### config.mk
export PLATFORM = sky130hd
export DESIGN_NAME = rtt_cell
export DESIGN_NICKNAME = d
export VERILOG_FILES = /design/src/rtl/rtt_pkg.sv /design/src/rtl/rtt_cell.sv
export SDC_FILE = /design/constraint.sdc
export NUM_CORES = 1
export LEC_CHECK = 0
export BUFFER_PORTS_ARGS = -buffer_cell sky130_fd_sc_hd__buf_2
export CAP_MARGIN = 30
export CORE_MARGIN = 3
export CORE_UTILIZATION = 35
export CTS_CLUSTER_DIAMETER = 80
export DETAILED_ROUTE_END_ITERATION = 6
export GPL_TIMING_DRIVEN = 0
export HOLD_SLACK_MARGIN = 0.05
export PLACE_DENSITY = 0.63
export SETUP_SLACK_MARGIN = 0.3
export SYNTH_ARGS = -nofsm -noshare
export SYNTH_HDL_FRONTEND = slang
export SYNTH_SLANG_ARGS = --single-unit
### constraint.sdc
create_clock -name clk -period 7.2 [get_ports clk]
set_clock_uncertainty 0.15 [all_clocks]
set_input_delay 0.72 -clock clk [delete_from_list [all_inputs] [get_ports clk]]
set_output_delay 0.72 -clock clk [all_outputs]
set_load 0.01 [all_outputs]
### src/rtl/rtt_pkg.sv
// ----------------------------------------------------------------------------
// rtt_pkg: shared types and codes of the repeating timer table
// Command and result words, action and result codes, cell chain bus.
// ----------------------------------------------------------------------------
`default_nettype none
package rtt_pkg;

	localparam int TIMER_SLOTS_DEF = 16;

	localparam logic [1:0] ACT_REQUEST = 2'd0;
	localparam logic [1:0] ACT_TICK    = 2'd1;
	localparam logic [1:0] ACT_CANCEL  = 2'd2;
	localparam logic [1:0] ACT_UNKNOWN = 2'd3;

	localparam logic [1:0] KIND_FIRED   = 2'd0;
	localparam logic [1:0] KIND_STORED  = 2'd1;
	localparam logic [1:0] KIND_DROPPED = 2'd2;
	localparam logic [1:0] KIND_CANCEL  = 2'd3;

	typedef struct packed {
		logic [1:0]  action;
		logic [62:0] now_ns;
		logic [31:0] owner_id;
		logic [15:0] timer_id;
		logic [47:0] period_ns;
		logic [15:0] fire_limit;
	} cmd_t;

	typedef struct packed {
		logic [1:0]  kind;
		logic [31:0] owner_id_out;
		logic [15:0] timer_id_out;
		logic        expired;
		logic        last;
	} res_t;

	// OR-combined report of the active cell, passed along the row
	typedef struct packed {
		logic        valid;
		logic        match;
		logic        fire;
		logic        freed;
		logic [31:0] owner;
		logic [15:0] timer;
	} chain_t;

endpackage
`default_nettype wire

### src/rtl/rtt_cell.sv
// ----------------------------------------------------------------------------
// rtt_cell: one timer slot
// Holds one entry, acts on the command while the scan token sits here.
// ----------------------------------------------------------------------------
`default_nettype none
module rtt_cell (
	input  wire logic            clk,
	input  wire logic            arst_n,
	input  wire logic            tok_in,
	output logic                 tok_out,
	input  wire rtt_pkg::cmd_t   cmd,
	input  wire logic            wr,
	input  wire rtt_pkg::chain_t chain_in,
	output rtt_pkg::chain_t      chain_out
);
	logic        tok_q;
	logic        valid_q;
	logic [31:0] owner_q;
	logic [15:0] timer_q;
	logic [63:0] deadline_q;
	logic [47:0] period_q;
	logic [15:0] count_q;
	logic [15:0] limit_q;

	logic        owner_eq;
	logic        due;
	logic [64:0] sum;
	logic [63:0] next_dl;
	logic [15:0] cnt1;
	logic        freed;
	logic        is_tick;
	logic        is_cancel;
	rtt_pkg::chain_t own;

	assign owner_eq  = owner_q == cmd.owner_id;
	assign is_tick   = cmd.action == rtt_pkg::ACT_TICK;
	assign is_cancel = cmd.action == rtt_pkg::ACT_CANCEL;
	assign due       = valid_q && (deadline_q <= {1'b0, cmd.now_ns});
	assign sum       = {1'b0, deadline_q} + {17'd0, period_q};
	assign next_dl   = sum[64] ? {64{1'b1}} : sum[63:0];
	assign cnt1      = count_q + 16'd1;
	assign freed     = cnt1 >= limit_q;
	assign tok_out   = tok_q;

	always_comb begin
		own = '0;
		if (tok_q) begin
			own.valid = valid_q;
			own.match = valid_q && owner_eq && (timer_q == cmd.timer_id);
			own.fire  = is_tick && due;
			own.freed = freed;
			own.owner = owner_q;
			own.timer = timer_q;
		end
		chain_out = chain_in | own;
	end

	always_ff @(posedge clk or negedge arst_n) begin
		if (!arst_n) begin
			tok_q   <= 1'b0;
			valid_q <= 1'b0;
		end else begin
			tok_q <= tok_in;
			if (wr) begin
				valid_q <= 1'b1;
			end else if (tok_q && is_tick && due && freed) begin
				valid_q <= 1'b0;
			end else if (tok_q && is_cancel && owner_eq) begin
				valid_q <= 1'b0;
			end
		end
	end

	always_ff @(posedge clk) begin
		if (wr) begin
			owner_q    <= cmd.owner_id;
			timer_q    <= cmd.timer_id;
			deadline_q <= {1'b0, cmd.now_ns} + {16'd0, cmd.period_ns};
			period_q   <= cmd.period_ns;
			count_q    <= '0;
			limit_q    <= cmd.fire_limit;
		end else if (tok_q && is_tick && due) begin
			deadline_q <= next_dl;
			count_q    <= cnt1;
		end
	end
endmodule
`default_nettype wire

# == Word level (Yosys, flattened, before mapping) ==
# Index checks and enable logic that the tools add are counted.
# word_totals
register_bits,194
out_inout_bits,53
wordCells,36
# op_classes
addsub,3
magnitude_cmp,2
eq_ne,4
mux,7
bitwise,1
n_reduce_logical,11
# op_table
cell,n
$mux 64,3
$add 64x48->65,1
$add 63x48->64,1
$le 64x63->1,1
$mux 52,1
$or 52x52->52,1
$eq 32x32->1,1
$add 16x1->16 const B,1
$eq 16x16->1,1
$ge 16x16->1,1
$logic_and 1x1->1,9
$mux 1,3
$reduce_bool 3->1,1
$eq 2x1->1 const B,1
$eq 2x2->1 const B,1
$reduce_bool 2->1,1

# == Depth between registers and ports, before layout ==
# Gate-level depths: netlist of run 1.
# depth
ltp_word,6
mapped_depth,13
depth_no_buf,13

# == Worst setup path after synthesis of run 1 ==
# Ideal clock, no wire load.
# synth_timing
path_type,input port to flip-flop
from,input cmd[169] (netlist name)
to,register deadline_q[0] (enable)
setup_ps,424
arrival_time_ps,3944
setup_slack_ps,2682
cell_stages,10
path_buffers,1
path_cell_list,inv_1 > ha_1 > a21o_1 > a21o_1 > a21oi_1 > o21ai_0 > a221oi_1 > clkbuf_1 > a31oi_1 > nand2_1
# synth_between
elab_chain_cells,4
# synth_rtl
element,line_no,source
"start, declared",rtt_cell.sv:11,"input wire rtt_pkg::cmd_t cmd,"
$le 64x63->1,rtt_cell.sv:38,"assign due = valid_q && (deadline_q <= {1'b0, cmd.now_ns});"
$logic_and 1x1->1,rtt_cell.sv:38,
$logic_and 1x1->1,rtt_cell.sv:82,end else if (tok_q && is_tick && due) begin
$reduce_bool 2->1 (no line),-,
"end signal, assigned",rtt_cell.sv:78,"deadline_q <= {1'b0, cmd.now_ns} + {16'd0, cmd.period_ns};"
"end signal, assigned",rtt_cell.sv:83,deadline_q <= next_dl;
"end, declared",rtt_cell.sv:20,logic [63:0] deadline_q;
# No other way between the ends.
# A chain may end at the register's enable or synchronous reset.

==> impl_metrics.csv, run 1 <==
group,metric,value,unit
floorplan,die_w,222,um
yosys,ys_seq_area_share,34.6,%
power_and_ir_drop,finalPower,4190,uW
clock_network,hold_buffers,1,
yosys,yosysUniqueCellTypes,78,
sta,rsz0062_at_grt,"false",
clock_network,cts_tree,"done",
sta,setup_viol,0,
global_route,grt_max_degree,88,
placed_design,dp_hpwl,44.4,mm
sta,post-route-period-util,69.5,%
floorplan,initial_core_util,35.8,%
setup_path,setup.worst_path.end_class,"output port",
floorplan,io_pins,286,
setup_path,crit_fanout,7,
power_and_ir_drop,p_leak,0.00848,uW
worst_hold_path,holdPathEnd,"tok_out",
global_route,overflow,0,
clock_network,clock_path_buffers,2,
layout,syn_to_final_growth,17.7,%
power_and_ir_drop,ir_drop,0.166,mV
layout,nNetsFinal,2491,
drt,ant_nets,0,
setup_path,reg2reg_depth,8,
sta,post-route-min-period,5010,ps
power_and_ir_drop,p_comb_share,39.7,%
placed_design,port_buffers,285,
drt,vias,15100,
clock_network,cts_root_buf,"clkbuf_16",
yosys,synth_top_area_share,32.3,%
power_and_ir_drop,power_density,218,mW/mm2
yosys,yosys.area_share.simple,15.0,%
sta,hold_violations,0,
yosys,synthesis.nets,2182,
yosys,yosys_warnings,0,
clock_network,clkSinkCount,194,
power_and_ir_drop,p_seq_share,35.5,%
clock_network,cts_resized,0,
setup_path,reg2reg_slack,2710,ps
yosys,yosys-top-cells-count,"edfxtp_1 (176), ha_1 (176), a21oi_1 (161), xnor2_1 (119), a21o_1 (116)",
drt,avgViaCountPerCell,5.61,
yosys,yosysTopAreaCell,"edfxtp_1",
floorplan,die-height,222,um
clock_network,clkTransAtPathRegs,80,ps
floorplan,coreArea,0.0458,mm2
placed_design,gp_congestion,0.912,
drt,wire_per_inst,20.4,um
global_route,grt_pass1_wl,83.9,mm
layout,layout-drive-gt1-share,17.4,%
setup_path,crit_arrival,4140,ps
power_and_ir_drop,p_int,2560,uW
global_route,grt_pass1_vias,15000,
yosys,netlist_instances,1771,
yosys,synth_seq_cells,194,
yosys,synth_top_family_by_area,"compound AO/OA/AOI/OAI gates",
setup_path,r2r_end,"deadline_q[34]",
yosys,syn_avg_cell_area,9.24,um2
clock_network,cts_buffers,17,
worst_hold_path,min_path_type,"primary input to flip-flop",
power_and_ir_drop,netSwitchingFraction,38.8,%
drt,wirelength,55.1,mm
sta,relSlewSlack,36.9,%
power_and_ir_drop,p_clk_share,24.8,%
layout,fin_area,0.0193,mm2
sta,final-max-slew-violation-count,0,
setup_path,r2r_start,"deadline_q[61]",
drt,dr.pass1.iters,6,
floorplan,die_area,0.0494,mm2
yosys,syn_area,0.0164,mm2
yosys,synth_area_leaders,"edfxtp_1 (32%), ha_1 (13%), xnor2_1 (6.4%)",
yosys,synthArstFlopShare,1.03,%
yosys,synthAdderAreaFrac,13.7,%
yosys,synth_xor_area_share,9.10,%
clock_network,post_cts_buffers,0,
drt,drc,0,
clock_network,clk_latency,510,ps
yosys,synth_ff_type,"edfxtp_1",
worst_hold_path,whs_path_depth,1,
yosys,muxShareOfSynthArea,1.28,%
yosys,synth_compound_area_share,22.1,%
drt,drtIter0Drc,1005,
sta,worst-slew-pin-transition,938,ps
sta,max_freq,200,MHz
global_route,antenna_found_initial,14,
setup_path,critical_path_class,"flip-flop to output port",
power_and_ir_drop,p_sw,1630,uW
placed_design,place_area,0.0186,mm2
clock_network,cts_max_level,4,
outcome,outcome,"finished clean",
flow_run,cap_violations,0,
yosys,synth_edf_count,176,
floorplan,num_rows,78,
global_route,track_usage,21.8,%
setup_path,worstPathRequired,6330,ps
worst_hold_path,worstHoldStart,"tok_in",
sta,tns,0,ps
setup_path,start_kind,"flip-flop",
-- cells by family (layout without fill, tap and decap cells) --
group,count (synthesis),count (layout)
flip-flops,194,194
AO/OA/AOI/OAI,545,545
buffers and inverters,180,502
adder cells (fa/ha/maj),178,178
XOR/XNOR,170,170
multiplexers,19,19
other,0,4
AND/OR/NAND/NOR,485,485
-- layout by cell type, fill, tap and decap left out, types with 70 or more instances in the layout --
cell        n
edfxtp_1  176
nor2_1    100
a21o_1    116
ha_1      176
xnor2_1   119
buf_2     294
nand2_1   112
inv_1     113
o21ai_0    70
a21oi_1   161
-- sequential cells by signal, summed over array words and instances, names as in the netlist --
name / count
count_q: 16
deadline_q: 64
limit_q: 16
owner_q: 32
period_q: 48
timer_q: 16
tok_out: 1
valid_q: 1
-- per-layer routing --
metal | vias to the layer above | track usage, % | wire length, um | share of wire (%)
met4 | 20 | 7.82 | 1600 | 2.9
met2 | 540 | 37.2 | 26700 | 48
li1 | 7291 | - | - | -
met3 | 107 | 6.02 | 4060 | 7.4
met1 | 7176 | 26.4 | 22700 | 41
met5 | - | 0 | 144 | 0.26
-- critical path, stage by stage (launching register included) --
cell and delay (ps):
edfxtp_1 490, ha_1 340, nand4b_1 170, or3_1 460, nor4_1 660, a31oi_1 460
a31oi_1 770, nand2b_1 110, buf_2 170
-- power groups by stage --
stage / registers, uW / logic [uW] / clock network (uW)
2_1_floorplan: 1470 / 1160 / 0
3_3_place_gp: 1510 / 1610 / 0
3_5_place_dp: 1510 / 1640 / 0
4_1_cts: 1480 / 1650 / 1070
5_1_grt: 1500 / 1850 / 1110
6_report: 1490 / 1660 / 1040
-- stage by stage --
| step | hold slack (ps) | utilization (%) | cells | setup slack (ps) |
|---|---|---|---|---|
| finish | 194 | 42.1 | 2697 | 2190 |
| global route | 157 | 42.1 | 2695 | 1940 |
| global placement | 328 | 40.5 | 2656 | 286 |
| floorplan | 274 | - | 1771 | 2680 |
| detailed placement | 340 | 40.7 | 2660 | 2350 |
| CTS | 163 | 42.1 | 2693 | 2190 |
-- how the worst max path moves through the flow --
stage,start,to,slack (ps)
5_1_grt,count_q[0],chain_out[48],1940
3_3_place_gp,wr,deadline_q[33],290
2_1_floorplan,cmd[169],deadline_q[0],2680
3_5_place_dp,cmd[173],chain_out[49],2350
4_1_cts,deadline_q[61],chain_out[49],2190
6_report,deadline_q[61],chain_out[49],2190
-- layout make-up --
class	instances	area [um2]
antenna	4	10.0
buffer	67	263
clock buffer	17	425
clock inverter	15	194
fill	4543	26500
inverter	113	424
multi-input combinational	1397	10000
sequential	194	5660
tap	600	751
timing repair buffer	290	1510
Note: power is estimated with default switching activity, not from simulation.
==> inputs of run 2 (changes only) <==
==> constraint.sdc (replaced) <==
create_clock -name clk -period 5.2 [get_ports clk]
set_clock_uncertainty 0.15 [all_clocks]
set_input_delay 0.52 -clock clk [delete_from_list [all_inputs] [get_ports clk]]
set_output_delay 0.52 -clock clk [all_outputs]
set_load 0.01 [all_outputs]
==> run 2 against run 1 <==
Critical path depth is 6 higher. Sequential share of layout area is 1.5 points lower. Power is 40% higher. Register-to-register slack worse by 1900 ps. Worst hold slack worse by 110 ps. Largest power group unchanged. First-iteration DRC count is 0.60% higher. Critical path type unchanged. Sequential cell count stayed put. Utilization is 2.3 points higher. Wire length is 2.1% higher. Via count is 2.6% higher. Combinational power is 43% higher. Final area is 5.5% higher.
==> impl_metrics.csv, run 2 (synthesized netlist as in run 1, its figures left out) <==
group,metric,value,unit
outcome,outcome,"finished clean",
floorplan,die_area,0.0494,mm2
sta,relSlewSlack,35.7,%
power_and_ir_drop,p_sw,2270,uW
drt,dr.pass1.iters,6,
drt,wire_per_inst,20.1,um
placed_design,place_area,0.0186,mm2
setup_path,start_kind,"flip-flop",
floorplan,die_w,222,um
global_route,overflow,0,
placed_design,port_buffers,285,
flow_run,cap_violations,0,
floorplan,io_pins,286,
drt,ant_nets,0,
clock_network,cts_tree,"done",
clock_network,clkTransAtPathRegs,80,ps
layout,syn_to_final_growth,24.2,%
power_and_ir_drop,finalPower,5870,uW
layout,nNetsFinal,2596,
drt,vias,15500,
layout,fin_area,0.0203,mm2
clock_network,cts_max_level,4,
layout,final_common_cell,"buf_2",
setup_path,worstPathRequired,4530,ps
clock_network,cts_root_buf,"clkbuf_16",
clock_network,clock_path_buffers,2,
layout,largest_register_ffs,64,
floorplan,initial_core_util,35.8,%
worst_hold_path,min_path_type,"primary input to flip-flop",
power_and_ir_drop,p_seq_share,35.0,%
power_and_ir_drop,p_comb_share,40.3,%
power_and_ir_drop,netSwitchingFraction,38.7,%
drt,drtIter0Drc,1011,
sta,rsz0062_at_grt,"true",
drt,wirelength,56.3,mm
sta,final-max-slew-violation-count,0,
drt,avgViaCountPerCell,5.54,
setup_path,reg2reg_slack,790,ps
sta,worst_slack,563,ps
power_and_ir_drop,power_density,289,mW/mm2
global_route,grt_max_degree,88,
sta,setup_viol,0,
power_and_ir_drop,p_int,3600,uW
clock_network,clkSinkCount,194,
setup_path,setup.worst_path.end_class,"output port",
layout,regMostFlops,"deadline_q",
setup_path,crit_arrival,3970,ps
floorplan,die-height,222,um
global_route,grt_pass1_wl,86.0,mm
global_route,grt_pass1_vias,15600,
sta,worst-slew-pin-transition,964,ps
layout,layout-drive-gt1-share,16.7,%
setup_path,crit_fanout,6,
floorplan,coreArea,0.0458,mm2
sta,whs,82.5,ps
drt,drc,0,
placed_design,dp_hpwl,44.4,mm
power_and_ir_drop,ir_drop,0.231,mV
power_and_ir_drop,p_clk_share,24.6,%
global_route,track_usage,22.3,%
sta,max_freq,216,MHz
placed_design,place_ws,552,ps
sta,post-route-min-period,4640,ps
sta,hold_violations,0,
layout,top_regs,"deadline_q: 64 flops, period_q: 48 flops, owner_q: 32 flops",
power_and_ir_drop,p_leak,0.00892,uW
floorplan,num_rows,78,
clock_network,clk_latency,510,ps
clock_network,post_cts_buffers,0,
placed_design,gp_congestion,0.912,
global_route,antenna_found_initial,13,
setup_path,critical_path_class,"flip-flop to output port",
layout,layout_common_cells,"buf_2 (294), ha_1 (176), edfxtp_1 (176)",
clock_network,cts_buffers,17,
sta,post-route-period-util,89.2,%
-- run 2: power groups by stage --
stage | sequential [uW] | combinational, uW | clock [uW]
6_report | 2060 | 2370 | 1450
3_5_place_dp | 2090 | 2270 | 0
3_3_place_gp | 2090 | 2230 | 0
4_1_cts | 2060 | 2340 | 1480
5_1_grt | 2070 | 2630 | 1540
2_1_floorplan | 2030 | 1610 | 0
-- run 2: critical path: stages (launching register included) --
cell and delay, ps:
dfxtp_1 420, ha_1 260, and3_1 260, and3_2 250, and3_1 240, and3_1 260, and3_1 270, and3_1 260
xor2_1 190, ha_1 260, a21o_1 160, a21oi_1 130, o21ai_1 160, a21o_1 210, buf_2 130
-- run 2: metal layers --
| metal | GRT usage (%) | wire length, um |
|---|---|---|
| met3 | 5.67 | 4000 |
| met5 | 0 | 105 |
| met2 | 37.9 | 27100 |
| met1 | 26.9 | 23100 |
| met4 | 8.98 | 1960 |
-- run 2: cell type report --
class | instances | area, um2
sequential | 194 | 5660
timing repair buffer | 395 | 2560
tap | 600 | 751
inverter | 113 | 424
antenna | 5 | 12.5
multi-input combinational | 1397 | 10000
clock inverter | 15 | 194
fill | 4449 | 25400
buffer | 67 | 263
clock buffer | 17 | 425
-- run 2: stage by stage --
stage,TNS [ps],util (%),std cells
2_1_floorplan,0,-,1771
3_3_place_gp,-96470,40.5,2656
3_5_place_dp,0,40.7,2660
4_1_cts,0,44.4,2798
5_1_grt,0,44.4,2801
6_report,0,44.4,2803
-- run 2: path summary, 6_finish.rpt --
| check | start | depth (start not counted) | endpoint |
|---|---|---|---|
| max | count_q[0] | 14 | chain_out[48] |
| min | cmd[50] | 1 | period_q[34] |
| max reg2reg | deadline_q[0] | 12 | deadline_q[43] |
| min reg2reg | count_q[1] | 2 | count_q[1] |
| max in group asynchronous | arst_n | 2 | tok_out |
| min in group asynchronous | arst_n | 2 | valid_q |
-- run 2: timing repair --
action / in CTS / in global routing
resized for setup: 0 / 3
endpoints found under the hold margin: 107 / 0
hold buffers: 106 / 0
endpoints found under the setup margin: 0 / 2
==> inputs of run 3 (changes only) <==
--- a/config.mk
+++ b/config.mk
@@ -8,12 +8,12 @@
 export BUFFER_PORTS_ARGS = -buffer_cell sky130_fd_sc_hd__buf_2
 export CAP_MARGIN = 30
 export CORE_MARGIN = 3
-export CORE_UTILIZATION = 35
+export CORE_UTILIZATION = 40
 export CTS_CLUSTER_DIAMETER = 80
 export DETAILED_ROUTE_END_ITERATION = 6
 export GPL_TIMING_DRIVEN = 0
 export HOLD_SLACK_MARGIN = 0.05
-export PLACE_DENSITY = 0.63
+export PLACE_DENSITY = 0.69
 export SETUP_SLACK_MARGIN = 0.3
 export SYNTH_ARGS = -nofsm -noshare
 export SYNTH_HDL_FRONTEND = slang
==> run 3 against run 2 <==
Combinational power is 3% lower. Cell count is 6.0% lower. Sequential cell count stayed put. Die area is 12% lower. Setup slack better by 71 ps. Critical endpoint unchanged. Critical path depth stayed put. Fmax is 1.5% higher. Final area is 5.1% lower. Register-to-register slack better by 50 ps.
==> impl_metrics.csv, run 3 (synthesized netlist as in run 1, its figures left out) <==
group,metric,value,unit
layout,nNetsFinal,2503,
layout,multi_input_area,0.0100,mm2
power_and_ir_drop,p_sw,2210,uW
setup_path,path_buf_inv,1,
power_and_ir_drop,ir_drop,0.258,mV
floorplan,die_area,0.0434,mm2
drt,wire_per_inst,20.1,um
power_and_ir_drop,p_int,3560,uW
drt,wirelength,52.9,mm
floorplan,initial_core_util,40.8,%
clock_network,cts_buffers,17,
layout,seq_area,0.00566,mm2
clock_network,clkTransAtPathRegs,90,ps
floorplan,coreArea,0.0401,mm2
sta,relSlewSlack,35.4,%
drt,drtIter0Drc,1243,
setup_path,cp_top_family,"simple AND/OR/NAND/NOR gates",
worst_hold_path,whs_path_depth,1,
layout,layout-drive-gt1-share,17.3,%
global_route,grt.met1_usage,29.5,%
floorplan,die-height,208,um
drt,dr.pass1.iters,5,
global_route,grt_util_met3,4.48,%
drt,ant_nets,0,
worst_hold_path,worstHoldStart,"cmd[0]",
sta,max_freq,219,MHz
sta,post-route-period-util,87.8,%
setup_path,worstPathRequired,4530,ps
setup_path,crit_chain,"ha_1 -> and3_1 -> and3_1 -> and3_1 -> and3_1 -> and3_1 -> and3_1 -> xor2_1 -> ha_1 -> a21o_1 -> a21oi_1 -> o21ai_0 -> a21o_1 -> buf_2",
layout,regMostFlops,"deadline_q",
layout,fill_cells,3865,
global_route,track_usage,23.8,%
global_route,grtUsageMet2,42.2,%
clock_network,cts_max_level,4,
setup_path,critical_path_depth,14,
global_route,grt_pass1_vias,15100,
sta,final-max-slew-violation-count,0,
setup_path,crit_fanout,6,
floorplan,io_pins,286,
worst_hold_path,min_path_type,"primary input to flip-flop",
global_route,overflow,0,
power_and_ir_drop,finalPower,5770,uW
floorplan,num_rows,73,
layout,largest_register_ffs,64,
power_and_ir_drop,p_comb_share,40.0,%
layout,layout_common_cells,"buf_2 (294), ha_1 (176), edfxtp_1 (176)",
sta,setup_viol,0,
drt,avgViaCountPerCell,5.79,
setup_path,r2r_end,"deadline_q[56]",
clock_network,clock_path_buffers,2,
global_route,grt_pass1_wl,82.0,mm
outcome,outcome,"finished clean",
clock_network,post_cts_buffers,0,
power_and_ir_drop,power_density,299,mW/mm2
power_and_ir_drop,p_leak,0.00852,uW
sta,rsz0062_at_grt,"false",
clock_network,clkSinkCount,194,
layout,syn_to_final_growth,17.9,%
placed_design,gp_congestion,0.983,
sta,worst-slew-pin-transition,969,ps
clock_network,cts_tree,"done",
flow_run,cap_violations,0,
sta,tns,0,ps
setup_path,cp_common_cell,"and3_1",
global_route,antenna_found_initial,11,
setup_path,reg2reg_slack,840,ps
setup_path,setup.worst_path.end_class,"output port",
worst_hold_path,holdPathEnd,"limit_q[0]",
floorplan,die_w,208,um
power_and_ir_drop,netSwitchingFraction,38.4,%
sta,worst_slack,634,ps
sta,post-route-min-period,4570,ps
global_route,grt_busiest_layer,"met2",
global_route,grt_max_degree,77,
drt,drc,0,
setup_path,cp_slowest_cell,"dfxtp_2",
clock_network,cts_root_buf,"clkbuf_16",
setup_path,r2r_start,"deadline_q[0]",
clock_network,clk_latency,480,ps
setup_path,crit_arrival,3900,ps
placed_design,dp_hpwl,42.8,mm
setup_path,start_kind,"flip-flop",
layout,top_regs,"deadline_q: 64 flops, period_q: 48 flops, owner_q: 32 flops",
setup_path,critical_path_class,"flip-flop to output port",
drt,vias,15300,
power_and_ir_drop,p_clk_share,24.5,%
sta,hold_violations,0,
placed_design,place_ws,720,ps
placed_design,port_buffers,285,
power_and_ir_drop,p_seq_share,35.5,%
setup_path,reg2reg_depth,12,
layout,final_common_cell,"buf_2",
setup_path,cp_slowest_stage_delay,390,ps
## run 3: area by class of cell
class | instances | share of cell area, %
Tap cell | 525 | 3.41
Clock inverter | 14 | 0.941
Antenna cell | 4 | 0.0519
Buffer | 67 | 1.36
Sequential cell | 194 | 29.3
Multi-Input combinational cell | 1397 | 52.0
Clock buffer | 18 | 2.22
Timing Repair Buffer | 302 | 8.47
Inverter | 113 | 2.20
## run 3: metal layers
layer,routed length (um),vias up
li1,-,7324
met5,76,-
met4,1260,12
met2,26300,584
met1,21600,7253
met3,3630,81
## run 3: worst max-delay path by stage
stage / from / to / slack [ps]
2_1_floorplan: cmd[169] / deadline_q[0] / 880
3_3_place_gp: wr / deadline_q[16] / -1160
3_5_place_dp: cmd[165] / deadline_q[19] / 720
4_1_cts: count_q[0] / chain_out[48] / 500
5_1_grt: deadline_q[53] / chain_out[49] / 330
6_report: count_q[0] / chain_out[48] / 630
## run 3: per-stage QoR
step | util (%) | instances | instance area, um2 | hold WS [ps]
5_1_grt | 48.1 | 2632 | 19300 | 52.9
3_5_place_dp | 46.2 | 2584 | 18500 | 186
2_1_floorplan | - | 1771 | 16400 | 74.4
6_report | 48.1 | 2634 | 19300 | 71.5
4_1_cts | 48.0 | 2628 | 19300 | 50.3
3_3_place_gp | 46.0 | 2581 | 18400 | 188
## run 3: power groups by stage
stage          registers [uW]  clock network [uW]  logic (uW)
6_report                 2050                1410        2310
2_1_floorplan            2030                   0        1610
3_5_place_dp             2080                   0        2250
3_3_place_gp             2080                   0        2200
5_1_grt                  2070                1500        2550
4_1_cts                  2050                1440        2280
## run 3: what timing repair did
| item | 4_1_cts | 5_1_grt |
|---|---|---|
| setup endpoints to repair | 0 | 1 |
| hold endpoints to repair | 13 | 2 |
| hold buffers | 12 | 2 |
| gates resized for setup | 0 | 2 |
